**src/hdl/pcal_pkg.sv**
```systemverilog
// shared types, constants and codes for the piecewise-linear calibration block
`timescale 1ns / 1ps
package pcal_pkg;

    // table size and sample width
    localparam int SAMPLE_BITS = 12;
    localparam int MAX_POINTS  = 64;
    localparam int INDEX_BITS  = 6;
    localparam int CFG_BITS    = 7;

    // reset value of the points-in-use register
    localparam logic [CFG_BITS-1:0] PIU_RESET = 7'd33;

    // request modes
    localparam logic MODE_WRITE   = 1'b0;
    localparam logic MODE_CONVERT = 1'b1;

    // range flag codes
    localparam logic [1:0] FLAG_INTERP = 2'd0;
    localparam logic [1:0] FLAG_BELOW  = 2'd1;
    localparam logic [1:0] FLAG_ABOVE  = 2'd2;

    // one request
    typedef struct packed {
        logic                   mode;
        logic [INDEX_BITS-1:0]  point_index;
        logic [SAMPLE_BITS-1:0] point_from_mv;
        logic [SAMPLE_BITS-1:0] point_to_mv;
        logic [SAMPLE_BITS-1:0] sample_mv;
    } t_req;

    // one result
    typedef struct packed {
        logic [SAMPLE_BITS-1:0] calibrated_mv;
        logic [1:0]             range_flag;
    } t_res;

    // one breakpoint pair as stored in the table
    typedef struct packed {
        logic [SAMPLE_BITS-1:0] from_mv;
        logic [SAMPLE_BITS-1:0] to_mv;
    } t_entry;

endpackage

```
**src/hdl/piecewise_linear_calibration.sv**
```systemverilog
// top level: request decode, segment search sequencer and result register
`timescale 1ns / 1ps
// Piecewise-linear calibration over a table of up to MAX_POINTS breakpoint pairs,
// in millivolts. A request with mode 0 stores one pair and leaves busy low; a
// request with mode 1 converts one sample. The table is one synchronous memory
// read once per cycle, so a conversion walks it entry by entry: it checks the
// first point, then the last point, then each segment in turn, and for a sample
// inside a segment it multiplies and then runs the bit-serial divider. Busy
// stays high until the result is shown, and a new request is taken in the cycle
// the result appears. The result is on o_res for exactly one cycle with o_valid
// high; the receiver cannot stall it. Table entries read by a conversion must be
// written first; the user must write the points-in-use register only while busy
// is low, which the block itself does not enforce.
module piecewise_linear_calibration #(
    parameter int MAX_POINTS = pcal_pkg::MAX_POINTS
) (
    input  logic                           i_clk,
    input  logic                           i_rst_n,
    input  logic                           start,
    input  pcal_pkg::t_req                 i_req,
    output logic                           busy,
    input  logic                           i_cfg_we,
    input  logic [pcal_pkg::CFG_BITS-1:0]  i_cfg_data,
    output logic                           o_valid,
    output pcal_pkg::t_res                 o_res
);
    import pcal_pkg::*;

    localparam int AW = $clog2(MAX_POINTS);
    localparam int W  = SAMPLE_BITS;

    // sequencer states
    localparam logic [2:0] ST_IDLE  = 3'd0;
    localparam logic [2:0] ST_FIRST = 3'd1;
    localparam logic [2:0] ST_LAST  = 3'd2;
    localparam logic [2:0] ST_SCAN  = 3'd3;
    localparam logic [2:0] ST_MUL   = 3'd4;
    localparam logic [2:0] ST_DIV   = 3'd5;
    localparam logic [2:0] ST_WAIT  = 3'd6;

    logic [2:0]          r_state, n_state;
    logic [CFG_BITS-1:0] r_cfg;
    logic                r_valid, n_valid;
    t_res                r_res, n_res;
    logic [W-1:0]        r_sample, n_sample;
    logic [W-1:0]        r_x1, n_x1;
    logic [W-1:0]        r_y1, n_y1;
    logic [W-1:0]        r_yl, n_yl;
    logic [AW-1:0]       r_idx, n_idx;
    logic [W-1:0]        r_dv, n_dv;
    logic [W-1:0]        r_dx, n_dx;
    logic [W-1:0]        r_dy, n_dy;
    logic                r_neg, n_neg;
    logic [2*W-1:0]      r_prod;

    logic                w_accept;
    logic                w_we;
    logic [AW-1:0]       w_waddr;
    t_entry              w_wdata;
    logic [AW-1:0]       w_raddr;
    t_entry              w_rdata;
    logic [AW-1:0]       w_last;
    logic                w_div_start;
    logic                w_div_done;
    logic [W-1:0]        w_quo;

    assign busy     = (r_state != ST_IDLE);
    assign w_accept = start && !busy;

    // table write for a store request, slots beyond the table are dropped
    assign w_we    = w_accept && (i_req.mode == MODE_WRITE)
                     && (32'(i_req.point_index) < 32'(MAX_POINTS));
    assign w_waddr = AW'(i_req.point_index);
    assign w_wdata = '{from_mv: i_req.point_from_mv, to_mv: i_req.point_to_mv};

    // index of the last point in use, count saturated to 2..MAX_POINTS
    always_comb begin
        if (r_cfg < CFG_BITS'(2)) begin
            w_last = AW'(1);
        end else if (32'(r_cfg) > 32'(MAX_POINTS)) begin
            w_last = AW'(MAX_POINTS - 1);
        end else begin
            w_last = AW'(32'(r_cfg) - 32'd1);
        end
    end

    // read address for the entry needed in the next state
    always_comb begin
        case (r_state)
            ST_IDLE:  w_raddr = '0;
            ST_FIRST: w_raddr = w_last;
            ST_LAST:  w_raddr = AW'(1);
            ST_SCAN:  w_raddr = r_idx + AW'(1);
            default:  w_raddr = '0;
        endcase
    end

    pcal_table #(
        .DEPTH (MAX_POINTS)
    ) u_table (
        .i_clk   (i_clk),
        .i_we    (w_we),
        .i_waddr (w_waddr),
        .i_wdata (w_wdata),
        .i_raddr (w_raddr),
        .o_rdata (w_rdata)
    );

    assign w_div_start = (r_state == ST_DIV);

    pcal_div #(
        .W (W)
    ) u_div (
        .i_clk      (i_clk),
        .i_rst_n    (i_rst_n),
        .i_start    (w_div_start),
        .i_dividend (r_prod),
        .i_divisor  (r_dx),
        .o_done     (w_div_done),
        .o_quotient (w_quo)
    );

    // sequencer: clamp checks, segment walk, multiply, divide
    always_comb begin
        n_state  = r_state;
        n_valid  = 1'b0;
        n_res    = r_res;
        n_sample = r_sample;
        n_x1     = r_x1;
        n_y1     = r_y1;
        n_yl     = r_yl;
        n_idx    = r_idx;
        n_dv     = r_dv;
        n_dx     = r_dx;
        n_dy     = r_dy;
        n_neg    = r_neg;
        case (r_state)
            ST_IDLE: begin
                if (w_accept && (i_req.mode == MODE_CONVERT)) begin
                    n_sample = i_req.sample_mv;
                    n_state  = ST_FIRST;
                end
            end
            ST_FIRST: begin
                // first entry, also the left end of segment 0
                n_x1 = w_rdata.from_mv;
                n_y1 = w_rdata.to_mv;
                if (r_sample <= w_rdata.from_mv) begin
                    n_res   = '{calibrated_mv: w_rdata.to_mv, range_flag: FLAG_BELOW};
                    n_valid = 1'b1;
                    n_state = ST_IDLE;
                end else begin
                    n_state = ST_LAST;
                end
            end
            ST_LAST: begin
                n_yl = w_rdata.to_mv;
                if (r_sample >= w_rdata.from_mv) begin
                    n_res   = '{calibrated_mv: w_rdata.to_mv, range_flag: FLAG_ABOVE};
                    n_valid = 1'b1;
                    n_state = ST_IDLE;
                end else begin
                    n_idx   = AW'(1);
                    n_state = ST_SCAN;
                end
            end
            ST_SCAN: begin
                // read data is the right end of the segment under test
                if ((r_sample >= r_x1) && (r_sample <= w_rdata.from_mv)) begin
                    if (w_rdata.from_mv == r_x1) begin
                        n_res   = '{calibrated_mv: r_y1, range_flag: FLAG_INTERP};
                        n_valid = 1'b1;
                        n_state = ST_IDLE;
                    end else begin
                        n_dv    = r_sample - r_x1;
                        n_dx    = w_rdata.from_mv - r_x1;
                        n_neg   = (w_rdata.to_mv < r_y1);
                        n_dy    = (w_rdata.to_mv < r_y1) ? (r_y1 - w_rdata.to_mv)
                                                         : (w_rdata.to_mv - r_y1);
                        n_state = ST_MUL;
                    end
                end else if (r_idx == w_last) begin
                    // no enclosing segment
                    n_res   = '{calibrated_mv: r_yl, range_flag: FLAG_ABOVE};
                    n_valid = 1'b1;
                    n_state = ST_IDLE;
                end else begin
                    n_x1  = w_rdata.from_mv;
                    n_y1  = w_rdata.to_mv;
                    n_idx = r_idx + AW'(1);
                end
            end
            ST_MUL: begin
                n_state = ST_DIV;
            end
            ST_DIV: begin
                n_state = ST_WAIT;
            end
            ST_WAIT: begin
                // quotient is at most the step height, so the sum stays in range
                if (w_div_done) begin
                    n_res   = '{calibrated_mv: r_neg ? (r_y1 - w_quo) : (r_y1 + w_quo),
                                range_flag: FLAG_INTERP};
                    n_valid = 1'b1;
                    n_state = ST_IDLE;
                end
            end
            default: begin
                n_state = ST_IDLE;
            end
        endcase
    end

    // control state and configuration register
    always_ff @(posedge i_clk) begin
        if (!i_rst_n) begin
            r_state <= ST_IDLE;
            r_valid <= 1'b0;
            r_cfg   <= PIU_RESET;
        end else begin
            r_state <= n_state;
            r_valid <= n_valid;
            if (i_cfg_we) begin
                r_cfg <= i_cfg_data;
            end
        end
    end

    // datapath registers, product registered ahead of the divider
    always_ff @(posedge i_clk) begin
        r_res    <= n_res;
        r_sample <= n_sample;
        r_x1     <= n_x1;
        r_y1     <= n_y1;
        r_yl     <= n_yl;
        r_idx    <= n_idx;
        r_dv     <= n_dv;
        r_dx     <= n_dx;
        r_dy     <= n_dy;
        r_neg    <= n_neg;
        r_prod   <= r_dv * r_dy;
    end

    assign o_valid = r_valid;
    assign o_res   = r_res;

endmodule

```
**src/hdl/pcal_table.sv**
```systemverilog
// breakpoint table: one write port, one registered read port
`timescale 1ns / 1ps
module pcal_table #(
    parameter int DEPTH = pcal_pkg::MAX_POINTS
) (
    input  logic                       i_clk,
    input  logic                       i_we,
    input  logic [$clog2(DEPTH)-1:0]   i_waddr,
    input  pcal_pkg::t_entry           i_wdata,
    input  logic [$clog2(DEPTH)-1:0]   i_raddr,
    output pcal_pkg::t_entry           o_rdata
);
    import pcal_pkg::*;

    t_entry r_mem [DEPTH];
    t_entry r_rdata;

    // synchronous write and read, read data registered and shown in the next cycle
    always_ff @(posedge i_clk) begin
        if (i_we) begin
            r_mem[i_waddr] <= i_wdata;
        end
        r_rdata <= r_mem[i_raddr];
    end

    assign o_rdata = r_rdata;

endmodule

```
**src/hdl/pcal_div.sv**
```systemverilog
// restoring divider, one quotient bit per cycle, quotient known to fit W bits
`timescale 1ns / 1ps
module pcal_div #(
    parameter int W = pcal_pkg::SAMPLE_BITS
) (
    input  logic           i_clk,
    input  logic           i_rst_n,
    input  logic           i_start,
    input  logic [2*W-1:0] i_dividend,
    input  logic [W-1:0]   i_divisor,
    output logic           o_done,
    output logic [W-1:0]   o_quotient
);
    import pcal_pkg::*;

    localparam int CW = $clog2(W + 1);

    logic [W-1:0]  r_rem, n_rem;
    logic [W-1:0]  r_lo, n_lo;
    logic [W-1:0]  r_quo, n_quo;
    logic [W-1:0]  r_div, n_div;
    logic [CW-1:0] r_cnt, n_cnt;
    logic          r_run, n_run;
    logic          r_done, n_done;
    logic [W:0]    w_trial;
    logic          w_fits;

    // shift in the next dividend bit and try the subtraction
    assign w_trial = {r_rem, r_lo[W-1]};
    assign w_fits  = (w_trial >= {1'b0, r_div});

    always_comb begin
        n_rem  = r_rem;
        n_lo   = r_lo;
        n_quo  = r_quo;
        n_div  = r_div;
        n_cnt  = r_cnt;
        n_run  = r_run;
        n_done = 1'b0;
        if (i_start) begin
            // high half is already below the divisor
            n_rem = i_dividend[2*W-1:W];
            n_lo  = i_dividend[W-1:0];
            n_div = i_divisor;
            n_quo = '0;
            n_cnt = CW'(W);
            n_run = 1'b1;
        end else if (r_run) begin
            n_rem = w_fits ? W'(w_trial - {1'b0, r_div}) : w_trial[W-1:0];
            n_lo  = {r_lo[W-2:0], 1'b0};
            n_quo = {r_quo[W-2:0], w_fits};
            n_cnt = r_cnt - CW'(1);
            if (r_cnt == CW'(1)) begin
                n_run  = 1'b0;
                n_done = 1'b1;
            end
        end
    end

    // control state
    always_ff @(posedge i_clk) begin
        if (!i_rst_n) begin
            r_run  <= 1'b0;
            r_done <= 1'b0;
            r_cnt  <= '0;
        end else begin
            r_run  <= n_run;
            r_done <= n_done;
            r_cnt  <= n_cnt;
        end
    end

    // datapath
    always_ff @(posedge i_clk) begin
        r_rem <= n_rem;
        r_lo  <= n_lo;
        r_quo <= n_quo;
        r_div <= n_div;
    end

    assign o_done     = r_done;
    assign o_quotient = r_quo;

endmodule

```
**config.mk**
```make
export PLATFORM = sky130hd
export DESIGN_NAME = piecewise_linear_calibration
export DESIGN_NICKNAME = d
export VERILOG_FILES = /design/src/hdl/pcal_pkg.sv /design/src/hdl/piecewise_linear_calibration.sv /design/src/hdl/pcal_table.sv /design/src/hdl/pcal_div.sv
export SDC_FILE = /design/constraint.sdc
export NUM_CORES = 2
export LEC_CHECK = 0
export ABC_CLOCK_PERIOD_IN_PS = 6300
export BUFFER_PORTS_ARGS = -buffer_cell sky130_fd_sc_hd__buf_2
export CAP_MARGIN = 20
export CORE_UTILIZATION = 35
export CTS_BUF_LIST = sky130_fd_sc_hd__clkbuf_8
export CTS_CLUSTER_DIAMETER = 200
export CTS_CLUSTER_SIZE = 16
export DETAILED_ROUTE_END_ITERATION = 7
export SLEW_MARGIN = 25
export SYNTH_ARGS = -nofsm -noshare
export SYNTH_HDL_FRONTEND = slang
export SYNTH_SLANG_ARGS = --single-unit
```
**constraint.sdc**
```tcl
create_clock -name i_clk -period 6.3 [get_ports i_clk]
set_input_delay 0.945 -clock i_clk [delete_from_list [all_inputs] [get_ports i_clk]]
set_output_delay 0.945 -clock i_clk [all_outputs]
set_load 0.03 [all_outputs]
```
Yosys cells after proc, flatten, opt, wreduce, memory -nomap -nowiden
Memories as Yosys holds them, arrays and structs flattened. A register that Yosys moved wholly into a read port is not among the register bits. Cells that the tools add are included.

$add $sub $neg: 10. Equality and inequality tests: 18. Reduce and logical (&&, ||, !) cells: 19. Multiply operators: 1. Mux-type cells: 50. Bitwise gates (word level): 4. Order comparisons: 7.

Operators by type and width (count): 12-bit 2-to-1 mux (11); 14-bit 2-to-1 mux (6); 12-bit subtractor (6); 14-bit case mux with 4 select lines (1); 12-bit case mux with 2 select lines (2); 6-bit 2-to-1 mux (5); 12-bit greater-or-equal comparator (2); 12-bit by 12-bit multiplier with 24-bit output (1); 3-bit case mux with 7 select lines (1); 6-bit case mux with 3 select lines (1); 3-bit 2-to-1 mux (5); 13-bit by 12-bit greater-or-equal comparator with 1-bit output (1); 12-bit adder (1); 12-bit == test (1); 12-bit less-or-equal comparator (1); 12-bit less-than comparator (1); 1-bit 2-to-1 mux (12); 2-bit inequality test (second input constant) (6); 6-bit case mux with 2 select lines (1); 3-bit == test (second input constant) (3); 3-bit AND reduction (3); 4-bit 2-to-1 mux (2); 7-bit > comparator (second input constant) (1); 7-bit by 2-bit less-than comparator with 1-bit output (second input constant) (1); other kinds (23) (34).

Output and inout bits: 16. Memory bits (writable): 1536. Bits of input ports: 54. Register bits after elaboration: 194. Memories: 1.

Memory list: u_table.r_mem (words 64, width 24, rd ports 1, clocked after memory_dff 1, wr ports 1, RTL line pcal_table.sv:15) `t_entry r_mem [DEPTH];`.

Depth between registers and ports, before layout
Word-level depth: 7. Mapped depth: 21. Mapped depth without buffers: 20.

Hierarchy
Synthesis repeated with hierarchy kept, for this count alone.

Cell total of the unflattened synthesis: 4178. Area, all modules: 74814.3 um2.

Modules (own cells, without submodules): pcal_table (cells each 2610, sequential area each 46604.7 um2, area each 59295.6 um2, times used 1); piecewise_linear_calibration (cells each 1329, sequential area each 3853.7 um2, area each 12719.7 um2, times used 1); pcal_div (cells each 239, sequential area each 1441.4 um2, area each 2798.9 um2, times used 1).

Worst setup path before layout
Ideal clock, no wire load.

Kind: register to register. Start: register r_x1[0]. End: register r_res, in the netlist o_res[0] (enable). Data required time: 5.752 ns. Stages on the path, launching flop included: 11. Setup slack: 0.152 ns. Setup time: 0.548 ns. Data arrival time: 5.600 ns. Cells stage by stage: edfxtp_1 -> ha_1 -> fa_1 -> nor2b_1 -> o21ai_0 -> a31oi_1 -> o211ai_1 -> a21oi_1 -> o22ai_1 -> nor3_1 -> nor3_1.

Word-level cells in the longest chain between the ends: 4.

Ends and longest elaborated chain: start: declaration (RTL line piecewise_linear_calibration.sv:46) `logic [W-1:0] r_x1, n_x1;`; start signal: assignment (RTL line piecewise_linear_calibration.sv:233) `r_x1 <= n_x1;`; 12-bit greater-or-equal comparator (RTL line piecewise_linear_calibration.sv:169) `if ((r_sample >= r_x1) && (r_sample <= w_rdata.from_mv)) begin`; 1-bit logical AND (RTL line piecewise_linear_calibration.sv:169); 3-bit inequality test (no line); 6-bit AND reduction (no line) *; end signal: assignment (RTL line piecewise_linear_calibration.sv:231) `r_res <= n_res;`; end: declaration (RTL line piecewise_linear_calibration.sv:44) `t_res r_res, n_res;`.

Mark *: on every way between the ends. The rest lies on a longest branch, timed or not. A chain may end at the register's enable or synchronous reset.

Worst setup path in the final report
Start: register r_dy[3]. End: register r_prod[23].

Word-level cells in the longest chain between the ends: 1.

Ends and longest elaborated chain: start: declaration (RTL line piecewise_linear_calibration.sv:52) `logic [W-1:0] r_dy, n_dy;`; start signal: assignment (RTL line piecewise_linear_calibration.sv:239) `r_dy <= n_dy;`; 12-bit by 12-bit multiplier with 24-bit output (RTL line piecewise_linear_calibration.sv:241) `r_prod <= r_dv * r_dy;`; end signal: assignment (RTL line piecewise_linear_calibration.sv:241); end: declaration (RTL line piecewise_linear_calibration.sv:54) `logic [2*W-1:0] r_prod;`.

No other way between the ends.

==> reports/summary.txt <==
Run status = finished clean
Post-synth top area share = 66.25%
H-tree depth = 3
Post-synthesis instance area = 76010 um^2
Hold_buf cts = 0
Leak = 28.79 nW
R2r startpoint = r_dy[3]
Mean Syn Cell Area = 12.69 um^2
Routed len/inst = 22.96 um
Hold Startpoint = i_req[0]
WS Path Type = register to register
Synth area leaders = edfxtp_1, nand2_1, nand3_1
# Post-CTS Setup Buffers = 0
FILL cells = 20360
Drt drc = 0
Worst Tran Pin Value = 1.066 ns
Maximum vdd ir drop = 241.4 uV
Drt pass-1 iters = 8
Commonest non-fill, non-tap cell in the layout = edfxtp_1
TNS Setup = 0 ns
WHS Endpoint = r_sample[0]
Max Freq = 170.6 MHz
HPWL Detailed = 119200 um
Synth warnings = 0
Area grow syn2layout = 8.169%
Vias in the first global route = 45050
Ys flop type = edfxtp_1
DR iter-0 viols = 5118
Period utilization = 93.04%
Async SR Flop Fraction = 0%
Clock power share = 19.8%
Reg2reg end = r_prod[23]
Commonest non-fill, non-tap cells in the layout = edfxtp_1, nand2_1, nand3_1, inv_1, a21oi_1
RSZ-0062 raised after global routing = false
Slew HR = 28.74%
CP Launch Point = r_dy[3]
Switching pwr = 0.009705 W
Sequential element share of the synthesized area = 68.28%
Switching portion of total power = 35.34%
Critical Path Fanout Max = 12
DR top layer = met4
Reg2Reg Setup Slack = 0.44 ns
Cell variety after synth = 73
Initial Util = 35.31%
Wire length on met2 = 95480 um
CTS Sinks = 1754
First-pass GRT wire length = 298700 um
Max-cap violations = 0
Syn Inst Count = 5992
CTS Buffer Depth = 3
Final setup violation count = 0
Clk_lat worst skew = 0.95 ns
CTS Root Cell = clkbuf_8
CTS tree = yes
Hold path depth = 1
Die Y = 468.0 um
Io pins = 70
Power density over the cells = 334.0 nW/um^2
Path type of the worst min-delay path = input pin to register
Reg power frac = 49.4%
Die footprint = 219000 um^2
Routed Wire Length = 204300 um
Fin Clk Skew = 0.07943 ns
Min Tclk post-route = 5.862 ns
Pre-CTS setup slack = 0.5080 ns
Nets@finish = 6308
Final worst slack = 0.4383 ns
GP Congestion = 0.8547
Post-Route M1 WL = 89520 um
Post-Syn Nets = 6300
Worst EP required = 7.11 ns
Core ar. = 215300 um^2
TritonCTS Buffers = 119
Pint = 0.01776 W
Vias per inst = 5.331
Largest net degree at the start of global routing = 119
Synth area leader = edfxtp_1
Grt ovf = 0
Post-synth EDFFs = 1677
Port-buffer cells = 69
Die extent in x = 468.0 um
DR WL met3 = 15450 um
Clk slew on worst S/H paths = 0.12 ns
Row count = 170
Worst setup SP type = register
Worst EP arrival = 6.67 ns
#FFs+latches synth = 1754
Setup crit end kind = register
GRT Overall Usage = 18.23%
Final Max Tran Viols = 0
Share of cells above drive strength 1 = 8.632%
Final ANT Viol Nets = 0
Register-to-Register Path Depth = 18
Via count = 47430
CTS resizes = 0
Combinational power share = 30.8%
Final hold vios = 0
Initial antenna violation count = 14
==> flip-flops by register name, indices dropped and copies added (netlist names), 3 cells and up <==
name,count
u_div.r_cnt,4
r_dx,12
u_div.o_quotient,12
r_idx,6
r_cfg,7
r_sample,12
u_div.r_div,12
r_dv,12
u_table.r_mem,1536
u_div.r_rem,12
u_table.o_rdata,24
r_dy,12
o_res,14
r_yl,12
u_div.r_lo,12
r_x1,12
r_state,3
r_y1,12
r_prod,24
==> layout make-up <==
class | instances | area [um^2] | area share, %
clock buffer | 119 | 1638 | 1.992
inverter | 233 | 874.6 | 1.064
sequential | 1754 | 51900 | 63.12
clock inverter | 61 | 332.8 | 0.4048
tap | 2838 | 3551 | 4.319
multi-input combinational | 3667 | 22150 | 26.93
timing repair buffer | 225 | 1777 | 2.161
antenna | 1 | 2.502 | 0.003043
==> how the worst max path moves through the flow <==
stage | slack, ns | endpoint | depth (start not counted)
floorplan | 0.15 | o_res[0] | 10
finish | 0.44 | r_prod[23] | 18
global route | 0.16 | r_prod[23] | 18
detailed placement | 0.51 | r_prod[23] | 18
CTS | 0.48 | r_prod[23] | 18
global placement | 0.52 | r_prod[23] | 18
==> cell usage after synthesis, types with 26 or more instances <==
library cell  number
and3_1           101
nor2_1           173
a21o_1            32
a221oi_1          31
and2_1            64
fa_1             106
dfxtp_1           77
a21oi_1          182
mux4_2            58
inv_1            233
buf_2             99
edfxtp_1        1677
buf_1             60
nand3_1          672
mux2i_1           34
xnor2_1           56
nand2_1         1503
a31oi_1           26
clkbuf_1         175
nor3_1            75
a311oi_1         101
o21ai_0           54
nor2b_1           28
ha_1             148
==> power by group through the flow <==
stage,Sequential [W],Combinational (W),Clock (W)
after floorplan,0.0137,0.00549,0
after global placement,0.0138,0.00833,0
after detailed placement,0.0138,0.00841,0
after CTS,0.0136,0.00845,0.00555
after global routing,0.0136,0.00923,0.00591
final,0.0136,0.00847,0.00544
==> metal layers <==
layer	up-vias	global-route usage, %
li1	21480	-
met1	23940	26.35
met2	1783	28.96
met3	227	2.962
met4	0	3.607
met5	-	0
==> through the flow <==
stage	cell area [um^2]	std cells	power (W)	util [%]	hold WS, ns
2_1_floorplan	76010	5992	0.01920	-	0.4003
3_3_place_gp	80200	8716	0.02215	37.26	0.4061
3_5_place_dp	80200	8716	0.02224	37.26	0.4045
4_1_cts	82180	8896	0.02757	38.18	0.2201
5_1_grt	82220	8898	0.02873	38.20	0.2348
6_report	82220	8898	0.02746	38.20	0.3009
==> critical path: stages (launching register included) <==
cell and delay, ns:
edfxtp_1 0.67, nand2_1 0.15, fa_1 0.58, fa_1 0.46, fa_1 0.55, inv_1 0.05
fa_1 0.48, inv_1 0.05, fa_1 0.47, inv_1 0.04, ha_1 0.21, or4_1 0.52
o22ai_1 0.26, o2111ai_1 0.18, a21oi_1 0.32, o21ai_0 0.20, a41o_1 0.29, o22ai_1 0.15
xnor2_1 0.15
==> kinds of logic (layout without fill, tap and decap cells) <==
group	count (synthesis)	after routing	share of synthesized area, %
AND/OR/NAND/NOR	2703	2703	15.55
flip-flops	1754	1754	68.28
buffers and inverters	571	638	3.012
AO/OA/AOI/OAI	538	538	4.831
adder cells (fa/ha/maj)	254	254	5.228
multiplexers	95	95	2.211
XOR/XNOR	77	77	0.8872
other	0	1	0
No activity file was read; power rests on OpenSTA's default activity.
